File: config.mk
export PLATFORM = sky130hd
export DESIGN_NAME = turn_signal_flasher_core
export DESIGN_NICKNAME = d
export VERILOG_FILES = /design/src/design/tsf_pkg.sv /design/src/design/turn_signal_flasher_core.sv /design/src/design/tsf_step.sv
export SDC_FILE = /design/constraint.sdc
export NUM_CORES = 1
export LEC_CHECK = 0
export BUFFER_PORTS_ARGS = -buffer_cell sky130_fd_sc_hd__buf_2
export CORE_MARGIN = 2
export CORE_UTILIZATION = 25
export DETAILED_ROUTE_END_ITERATION = 8
export SYNTH_ARGS = -nofsm -noshare
export SYNTH_HDL_FRONTEND = slang
export SYNTH_SLANG_ARGS = --single-unit
export TNS_END_PERCENT = 30
File: constraint.sdc
create_clock -name clk -period 17.9 [get_ports clk]
set_clock_uncertainty 0.1 [all_clocks]
set_input_delay 3.58 -clock clk [delete_from_list [all_inputs] [get_ports clk]]
set_output_delay 3.58 -clock clk [all_outputs]
set_load 0.01 [all_outputs]
File: src/design/tsf_pkg.sv
`timescale 1ns / 1ps
// ----------------------------------------------------------------------------
// tsf_pkg
// Types and constants shared by the turn signal flasher core and its step logic.
// ----------------------------------------------------------------------------
package tsf_pkg;

    localparam int PRESS_W = 16;
    localparam int BLINK_W = 17;
    localparam int CFG_W   = 16;
    localparam int IDX_W   = 2;

    localparam logic [PRESS_W-1:0] PRESS_MAX = '1;
    localparam logic [BLINK_W-1:0] BLINK_MAX = '1;

    localparam logic [CFG_W-1:0] HALF_PERIOD_RESET = 16'd500;
    localparam logic [CFG_W-1:0] DEBOUNCE_RESET    = 16'd50;

    localparam logic [IDX_W-1:0] REG_HALF_PERIOD = 2'd0;
    localparam logic [IDX_W-1:0] REG_DEBOUNCE    = 2'd1;

    typedef enum logic [1:0] {
        MODE_OFF   = 2'd0,
        MODE_LEFT  = 2'd1,
        MODE_RIGHT = 2'd2
    } mode_t;

    typedef struct packed {
        mode_t              mode;
        logic               lamp_phase;
        logic [BLINK_W-1:0] blink_elapsed;
        logic               left_previous;
        logic               right_previous;
        logic [PRESS_W-1:0] left_since_press;
        logic [PRESS_W-1:0] right_since_press;
    } flasher_state_t;

    typedef struct packed {
        logic  booster_on;
        logic  left_lamp;
        logic  right_lamp;
        mode_t mode;
    } flasher_result_t;

endpackage

File: src/design/turn_signal_flasher_core.sv
`timescale 1ns / 1ps
// A result is registered and is valid in the cycle after its item is accepted.
// Throughput: one item per cycle; the output register is refilled in the
// cycle it is taken, so input ready only drops while a result is held.
// Reset: mode off, lamp off, counters zero, switches released,
// half period 500 ms, debounce 50 ms, no result pending.
// ----------------------------------------------------------------------------
// turn_signal_flasher_core
// Turn signal flasher: one item per millisecond tick, debounced toggle of
// left/right indicator mode and blink timing with a registered result.
// ----------------------------------------------------------------------------
module turn_signal_flasher_core
(
    input  logic                        clk,
    input  logic                        rst_n,

    input  logic                        cfg_write,
    input  logic [tsf_pkg::IDX_W-1:0]   cfg_index,
    input  logic [tsf_pkg::CFG_W-1:0]   cfg_data,

    input  logic                        in_valid,
    output logic                        in_ready,
    input  logic                        left_switch,
    input  logic                        right_switch,

    output logic                        out_valid,
    input  logic                        out_ready,
    output logic                        booster_on,
    output logic                        left_lamp,
    output logic                        right_lamp,
    output logic [1:0]                  mode
);

    logic [tsf_pkg::CFG_W-1:0] half_period_reg;
    logic [tsf_pkg::CFG_W-1:0] debounce_reg;
    tsf_pkg::flasher_state_t   state_reg;
    tsf_pkg::flasher_state_t   state_next;
    tsf_pkg::flasher_result_t  result_reg;
    tsf_pkg::flasher_result_t  result_next;
    logic                      out_valid_reg;
    logic                      accept;

    assign in_ready = !out_valid_reg || out_ready;
    assign accept   = in_valid && in_ready;

    tsf_step u_step
    (
        .state          (state_reg),
        .half_period_ms (half_period_reg),
        .debounce_ms    (debounce_reg),
        .left_switch    (left_switch),
        .right_switch   (right_switch),
        .state_next     (state_next),
        .result         (result_next)
    );

    always_ff @(posedge clk or negedge rst_n)
    begin
        if (!rst_n)
        begin
            half_period_reg <= tsf_pkg::HALF_PERIOD_RESET;
            debounce_reg    <= tsf_pkg::DEBOUNCE_RESET;
        end
        else if (cfg_write)
        begin
            case (cfg_index)
                tsf_pkg::REG_HALF_PERIOD: half_period_reg <= cfg_data;
                tsf_pkg::REG_DEBOUNCE:    debounce_reg    <= cfg_data;
                default: ;
            endcase
        end
    end

    always_ff @(posedge clk or negedge rst_n)
    begin
        if (!rst_n)
        begin
            state_reg.mode              <= tsf_pkg::MODE_OFF;
            state_reg.lamp_phase        <= 1'b0;
            state_reg.blink_elapsed     <= '0;
            state_reg.left_previous     <= 1'b1;
            state_reg.right_previous    <= 1'b1;
            state_reg.left_since_press  <= '0;
            state_reg.right_since_press <= '0;
            out_valid_reg               <= 1'b0;
        end
        else
        begin
            if (accept)
            begin
                state_reg <= state_next;
            end
            if (accept)
                out_valid_reg <= 1'b1;
            else if (out_ready)
                out_valid_reg <= 1'b0;
        end
    end

    always_ff @(posedge clk)
    begin
        if (accept)
        begin
            result_reg <= result_next;
        end
    end

    assign out_valid  = out_valid_reg;
    assign booster_on = result_reg.booster_on;
    assign left_lamp  = result_reg.left_lamp;
    assign right_lamp = result_reg.right_lamp;
    assign mode       = result_reg.mode;

endmodule

File: src/design/tsf_step.sv
`timescale 1ns / 1ps
// ----------------------------------------------------------------------------
// tsf_step
// Next-state and result logic for one millisecond tick: left press, right
// press, then blink timing, then counter advance.
// ----------------------------------------------------------------------------
module tsf_step
(
    input  tsf_pkg::flasher_state_t            state,
    input  logic [tsf_pkg::CFG_W-1:0]          half_period_ms,
    input  logic [tsf_pkg::CFG_W-1:0]          debounce_ms,
    input  logic                               left_switch,
    input  logic                               right_switch,
    output tsf_pkg::flasher_state_t            state_next,
    output tsf_pkg::flasher_result_t           result
);

    logic                          left_fire;
    logic                          right_fire;
    tsf_pkg::mode_t                mode_l;
    tsf_pkg::mode_t                mode_r;
    logic                          phase_l;
    logic                          phase_r;
    logic                          phase_b;
    logic [tsf_pkg::BLINK_W-1:0]   elapsed_l;
    logic [tsf_pkg::BLINK_W-1:0]   elapsed_r;
    logic [tsf_pkg::BLINK_W-1:0]   elapsed_b;
    logic [tsf_pkg::BLINK_W-1:0]   full_period;
    logic [tsf_pkg::BLINK_W-1:0]   half_ext;

    assign full_period = {half_period_ms, 1'b0};
    assign half_ext    = {1'b0, half_period_ms};

    assign left_fire  = !left_switch && state.left_previous
                        && (state.left_since_press > debounce_ms);
    assign right_fire = !right_switch && state.right_previous
                        && (state.right_since_press > debounce_ms);

    always_comb
    begin
        // left switch
        mode_l    = state.mode;
        phase_l   = state.lamp_phase;
        elapsed_l = state.blink_elapsed;
        if (left_fire)
        begin
            mode_l    = (state.mode == tsf_pkg::MODE_LEFT) ? tsf_pkg::MODE_OFF
                                                           : tsf_pkg::MODE_LEFT;
            elapsed_l = '0;
            phase_l   = (mode_l != tsf_pkg::MODE_OFF);
        end

        // right switch, on the result of the left one
        mode_r    = mode_l;
        phase_r   = phase_l;
        elapsed_r = elapsed_l;
        if (right_fire)
        begin
            mode_r    = (mode_l == tsf_pkg::MODE_RIGHT) ? tsf_pkg::MODE_OFF
                                                        : tsf_pkg::MODE_RIGHT;
            elapsed_r = '0;
            phase_r   = (mode_r != tsf_pkg::MODE_OFF);
        end

        // blink
        phase_b   = phase_r;
        elapsed_b = elapsed_r;
        if (mode_r != tsf_pkg::MODE_OFF)
        begin
            if (elapsed_r >= half_ext)
            begin
                phase_b = 1'b0;
            end
            if (elapsed_r >= full_period)
            begin
                elapsed_b = '0;
                phase_b   = 1'b1;
            end
        end

        result.booster_on = phase_b;
        result.left_lamp  = phase_b && (mode_r == tsf_pkg::MODE_LEFT);
        result.right_lamp = phase_b && (mode_r == tsf_pkg::MODE_RIGHT);
        result.mode       = mode_r;

        state_next.mode           = mode_r;
        state_next.lamp_phase     = phase_b;
        state_next.left_previous  = left_switch;
        state_next.right_previous = right_switch;
        state_next.blink_elapsed  = (elapsed_b == tsf_pkg::BLINK_MAX)
                                    ? elapsed_b : elapsed_b + 1'b1;

        if (left_fire)
            state_next.left_since_press = tsf_pkg::PRESS_W'(1);
        else if (state.left_since_press == tsf_pkg::PRESS_MAX)
            state_next.left_since_press = state.left_since_press;
        else
            state_next.left_since_press = state.left_since_press + 1'b1;

        if (right_fire)
            state_next.right_since_press = tsf_pkg::PRESS_W'(1);
        else if (state.right_since_press == tsf_pkg::PRESS_MAX)
            state_next.right_since_press = state.right_since_press;
        else
            state_next.right_since_press = state.right_since_press + 1'b1;
    end

endmodule
Word level (Yosys, flattened, before mapping)
Index checks and enable logic that the tools add are counted.
{ "word_totals": {"register_bits": 92, "out_inout_bits": 7, "wordCells": 71, "input_bits": 25} }
{ "classes": {"eq_ne": 10, "addsub": 3, "magnitude_cmp": 4, "reduce_logical": 20, "n_mux": 20} }
{ "ops": {"columns": ["cell", "count"], "rows": [
  ["17-bit 2-to-1 mux", 5],
  ["16-bit 2-to-1 mux", 4],
  ["16-bit by 1-bit adder with 16-bit output, second input constant", 2],
  ["16-bit equality test, second input constant", 2],
  ["16-bit > comparator", 2],
  ["17-bit by 1-bit adder with 17-bit output, second input constant", 1],
  ["17-bit equality test, second input constant", 1],
  ["17-bit by 16-bit greater-or-equal comparator with 1-bit output", 1],
  ["17-bit greater-or-equal comparator", 1],
  ["1-bit 2-to-1 mux", 8],
  ["2-bit AND reduction", 4],
  ["2-bit nonzero test", 4],
  ["1-bit logical AND", 7],
  ["2-bit by 1-bit equality test with 1-bit output, second input constant", 3],
  ["2-bit 2-to-1 mux", 3],
  ["2-bit equality test, second input constant", 2],
  ["2-bit by 1-bit inequality test with 1-bit output, second input constant", 2],
  ["1-bit logical NOT", 3],
  ["2-bit logical NOT", 1],
  ["1-bit logical OR", 1]
]} }

Logic depth before layout (Yosys ltp)
{ "logic_depth": {"depth_word": 12, "depth_mapped": 29, "ltp_nobuf": 26} }

Hierarchy
A second synthesis with hierarchy kept.
{ "hier_totals": {"hier_cells": 665, "hier_area_um2": 6616.3} }
{ "by_module_without_submodules": {"columns": ["mod", "area_each_um2", "cells_each", "instances", "seq_area_each_um2"], "rows": [
  ["turn_signal_flasher_core", 3423.3, 191, 1, 2341.0],
  ["tsf_step", 3193.1, 474, 1, 0.0]
]} }

Worst setup path after synthesis
No wires, ideal clock.
{ "synth_path": {"kind": "input-to-reg", "start": "input port left_switch", "end": "register state_reg[43] (netlist name)", "required_ns": 17.713, "slack_ns": 9.857, "t_arrival_ns": 7.856, "path_stages": 25, "cell_sequence": "nand2b_1 > a21oi_1 > a22oi_1 > buf_4 > clkbuf_1 > and2_1 > ha_1 > nor2b_1 > o211ai_1 > a21oi_1 > o311a_1 > nor3_1 > o31ai_2 > clkbuf_1 > nor2_1 > ha_1 > nand2_1 > nor2_1 > and4_1 > nor2_1 > and2_1 > nand4_1 > a31oi_2 > a311o_1 > o211ai_1"} }
{ "synth_between": {"elab_chain_len": 11, "elab_cells_between_ends": 16, "classes_between": "1 x add/sub; 1 x order compare; 2 x eq/ne; 8 x mux; 4 x reduce/logical"} }
{ "synth_lines": {"columns": ["element", "line_no", "source"], "rows": [
  ["start, declared", "turn_signal_flasher_core.sv:23", "input logic left_switch,"],
  ["1-bit logical NOT (*)", "tsf_step.sv:34", "assign left_fire = !left_switch && state.left_previous"],
  ["1-bit logical AND (*)", "tsf_step.sv:34", null],
  ["1-bit logical AND (*)", "tsf_step.sv:35", "&& (state.left_since_press > debounce_ms);"],
  ["parallel branches: the longest is 5 deep, another holds 17-bit greater-or-equal comparator", null, null],
  ["17-bit 2-to-1 mux (*)", "tsf_step.sv:68", "if (mode_r != tsf_pkg::MODE_OFF)"],
  ["17-bit by 1-bit adder with 17-bit output / 17-bit equality test (equally long branches)", "tsf_step.sv:91, tsf_step.sv:90", null],
  ["17-bit 2-to-1 mux (*)", "tsf_step.sv:91", "? elapsed_b : elapsed_b + 1'b1;"],
  ["end signal, assigned", "turn_signal_flasher_core.sv:91", "state_reg <= state_next;"],
  ["end, declared", "turn_signal_flasher_core.sv:36", "tsf_pkg::flasher_state_t state_reg;"]
]} }
Mark *: on every way between the ends.
A chain may end at the register's enable or synchronous reset.

Final worst setup path
Ends and elaborated chain as after synthesis.

==> qor.csv <==
stage;metric;value;unit
placed_design;placed_cell_area;0.00661;sq mm
timing;relSlewSlack;0.254;
clocking;cts_sinks;92;
worst_hold_path;hp-class;flip-flop to flip-flop;
setup_path;crit_top_cell;nor2_1;
setup_path;path_cells;buf_2, nand2b_1, a21oi_1, a22oi_1, buf_4, and2_1, ha_1, nor2b_1, o211ai_1, a21oi_1, o311a_1, nor3_1, o31ai_2, nor2_1, ha_1, nand2_1, nor2_1, and4_1, nor2_1, and2_1, nand4_1, a31oi_2, a311o_1, o211ai_1;
placed_design;hpwlAfterDp;11900;um
placed_design;post-place-ws;9.55;ns
power;power.switching;0.000221;W
clocking;cts_tree;yes;
timing;rsz0062_at_grt;no;
power;peakVddDrop;47.3;uV
logic_synthesis;synth_nets;766;
timing;fin_tns_setup;0;ns
timing;period_minus_slack;8.02;ns
cells_and_area;n_antenna_cell;0;
timing;fin_ws;9.88;ns
cells_and_area;synthToLayoutAreaGrowth;13.2;%
setup_path;crit_slowest_cell;a311o_1;
cells_and_area;nets;793;
placed_design;gp_congestion;0.870;
logic_synthesis;synth_area;0.00609;sq mm
clocking;post_cts_buffers;0;
power;pwr_density_cell;92.9;mW/mm^2
power;clockPowerShare;0.292;
power;p_seq_frac;0.428;
power;combPwrFrac;0.279;
die;io_pins;32;
timing;drv_slew;0;
setup_path;worstPathArrival;8.20;ns
grt;grt_max_degree;48;
grt;overflow;0;
placed_design;port_buffers;31;
setup_path;endpoint_kind;flip-flop;
cells_and_area;fill_cells;2583;
die;rows;57;
clocking;clk_path_buf_depth;2;
timing;finalHoldViolCount;0;
routing;via_per_inst;4.79;
placed_design;dp_cells;1013;
logic_synthesis;synth-seq-area-share;0.384;
power;power.leakage;3.04;nW
clocking;cts_root_buffer;clkbuf_16;
routing;drt_iter0_markers;363;
clocking;insertion_delay;0.35;ns
timing;fin_crit_sh;0.448;
timing;setup_viol;0;
routing;drc;0;
logic_synthesis;syn_area_per_cell;9.05;sq um
clocking;numCtsBuffers;9;
logic_synthesis;ys_ff_latch;92;
power;intPower;0.000420;W
routing;dr.pass1.iters;5;
setup_path;max_stage_delay;0.40;ns
grt;antenna_found_initial;0;
setup_path;cp.required;18.07;ns
clocking;holdBufCountCts;0;
routing;drt-total-wl;15500;um
routing;dr_total_vias;4933;
cells_and_area;drive_above_1_share;0.133;
job;cap_violations;0;
logic_synthesis;yosysWarnings;0;
clocking;clk_pin_slew;0.07;ns
logic_synthesis;async_reset_ff_frac;0.946;
routing;ant_nets;0;
die;dieArea;0.0256;sq mm
cells_and_area;largest_register_ffs;54;
logic_synthesis;synth-main-ff-cell;dfrtp_1;
cells_and_area;finalNonFillerCells;1029;
clocking;cts_resized;0;
grt;grt_pass1_vias;4861;
grt;grtUsageTotal;0.127;
setup_path;critical_path.max_fanout;20;
timing;worst_pin_slew;1.11;ns
logic_synthesis;synth_edf_count;5;
grt;grt_pass1_wl;25700;um
setup_path;critPathKind;input port to flip-flop;
cells_and_area;fin_area;0.00690;sq mm
power;p_sw_frac;0.345;
routing;wl_per_cell;15.0;um
setup_path;startpoint_type;input port;
die;die_w;160;um
die;fp.dieH;160;um
outcome;outcome;completed;
die;core;0.0241;sq mm
die;initial_core_util;0.253;
clocking;cts-htree-levels;3;
logic_synthesis;synth_cell_types;72;
logic_synthesis;synthCells;673;
timing;max_freq;125;MHz
## final timing paths
kind / from / to / slack (ns) / cells past startpoint
min in group asynchronous: rst_n / state_reg[7] / 3.11 / 1
worst max-delay path: left_switch / state_reg[43] / 9.88 / 24
worst min register to register: state_reg[33] / state_reg[33] / 0.36 / 2
worst min-delay path: state_reg[33] / state_reg[33] / 0.36 / 2
max in group asynchronous: rst_n / half_period_reg[3] / 13.59 / 2
worst max register to register: debounce_reg[5] / state_reg[43] / 11.74 / 25
## cell type report
| class | instances | area (sq um) | area share |
|---|---|---|---|
| Multi-Input combinational cell | 513 | 3490 | 0.506 |
| Sequential cell | 92 | 2340 | 0.340 |
| Tap cell | 324 | 405 | 0.0588 |
| Clock buffer | 11 | 243 | 0.0352 |
| Timing Repair Buffer | 35 | 188 | 0.0272 |
| Inverter | 49 | 184 | 0.0267 |
| Clock inverter | 5 | 45.0 | 0.00653 |
## cells in the mapped netlist, types with 3 or more instances
library cell  number  area, sq um
a211o_1            3         26.3
a211oi_1           3         22.5
a21oi_1           42          210
a31oi_1            3         18.8
and2_1            17          106
and3_1             9         56.3
and4_1             7         61.3
buf_2              3         15.0
clkbuf_1          13         48.8
dfrtp_1           76         1900
dfstp_2           11          289
edfxtp_1           5          150
ha_1              68          851
inv_1             48          180
mux2_2            18          203
nand2_1           76          285
nand2b_1           8         50.1
nand3_1           24          120
nand4_1           16          100
nor2_1            43          161
nor2b_1            7         43.8
nor3_1            19         95.1
nor3b_1            6         45.0
nor4_1             6         37.5
o211ai_1           7         52.6
o21a_1             5         37.5
o21ai_0           52          260
or3_1              8         50.1
or4_1              3         22.5
xnor2_1           12          105
xor2_1             5         43.8
## placed cells by master (no fill, tap or decap), types with 3 or more instances in the layout
cell type   n
nor3b_1     5
dfstp_2    11
nand2b_1    8
a21oi_1    42
clkbuf_16   9
and4_1      7
dfrtp_1    76
nor2_1     43
and3_1      9
a211oi_1    3
mux2_2     18
nor2b_1     7
o21a_1      5
inv_1      48
o21ai_0    52
o211ai_1    7
xnor2_1    12
buf_2      30
nand2_1    76
edfxtp_1    5
a31oi_1     3
buf_4       5
nor4_1      6
nand4_1    16
or4_1       3
nor3_1     19
and2_1     17
ha_1       68
xor2_1      5
nand3_1    24
a211o_1     3
or3_1       8
## power groups by stage
stage / combinational [W] / clock, W / sequential [W]
final: 0.000179 / 0.000187 / 0.000274
after CTS: 0.000181 / 0.000195 / 0.000274
after detailed placement: 0.000180 / 0 / 0.000278
after floorplan: 0.000130 / 0 / 0.000270
after global placement: 0.000175 / 0 / 0.000277
after global routing: 0.000208 / 0.000203 / 0.000280
## cells by family after synthesis
group,synth area share
AO/OA/AOI/OAI,0.152
buffers and inverters,0.0437
multiplexers,0.0333
flip-flops,0.384
XOR/XNOR,0.0244
AND/OR/NAND/NOR,0.223
adder cells (fa/ha/maj),0.140
## per-stage QoR
| stage | power [W] | hold slack (ns) | util |
|---|---|---|---|
| after floorplan | 0.000400 | 0.339 | - |
| after global placement | 0.000453 | 0.347 | 0.274 |
| after detailed placement | 0.000458 | 0.352 | 0.274 |
| after CTS | 0.000650 | 0.363 | 0.286 |
| after global routing | 0.000690 | 0.394 | 0.286 |
| final | 0.000641 | 0.362 | 0.286 |
## routing by layer
layer / up-vias / global-route usage / part of all wire
met5: - / 0 / 0
met4: 0 / 0.0479 / 0.028
met3: 24 / 0.0244 / 0.032
met2: 94 / 0.222 / 0.50
met1: 2345 / 0.154 / 0.44
li1: 2470 / - / -
## critical path: cells and delay by family
kind	cells	cell delay [ns]
buf+inv	2	0.33
fa+ha+maj	2	0.50
simple gates	11	2.03
compound gates	9	1.73
(Power assumes the default switching activity.)
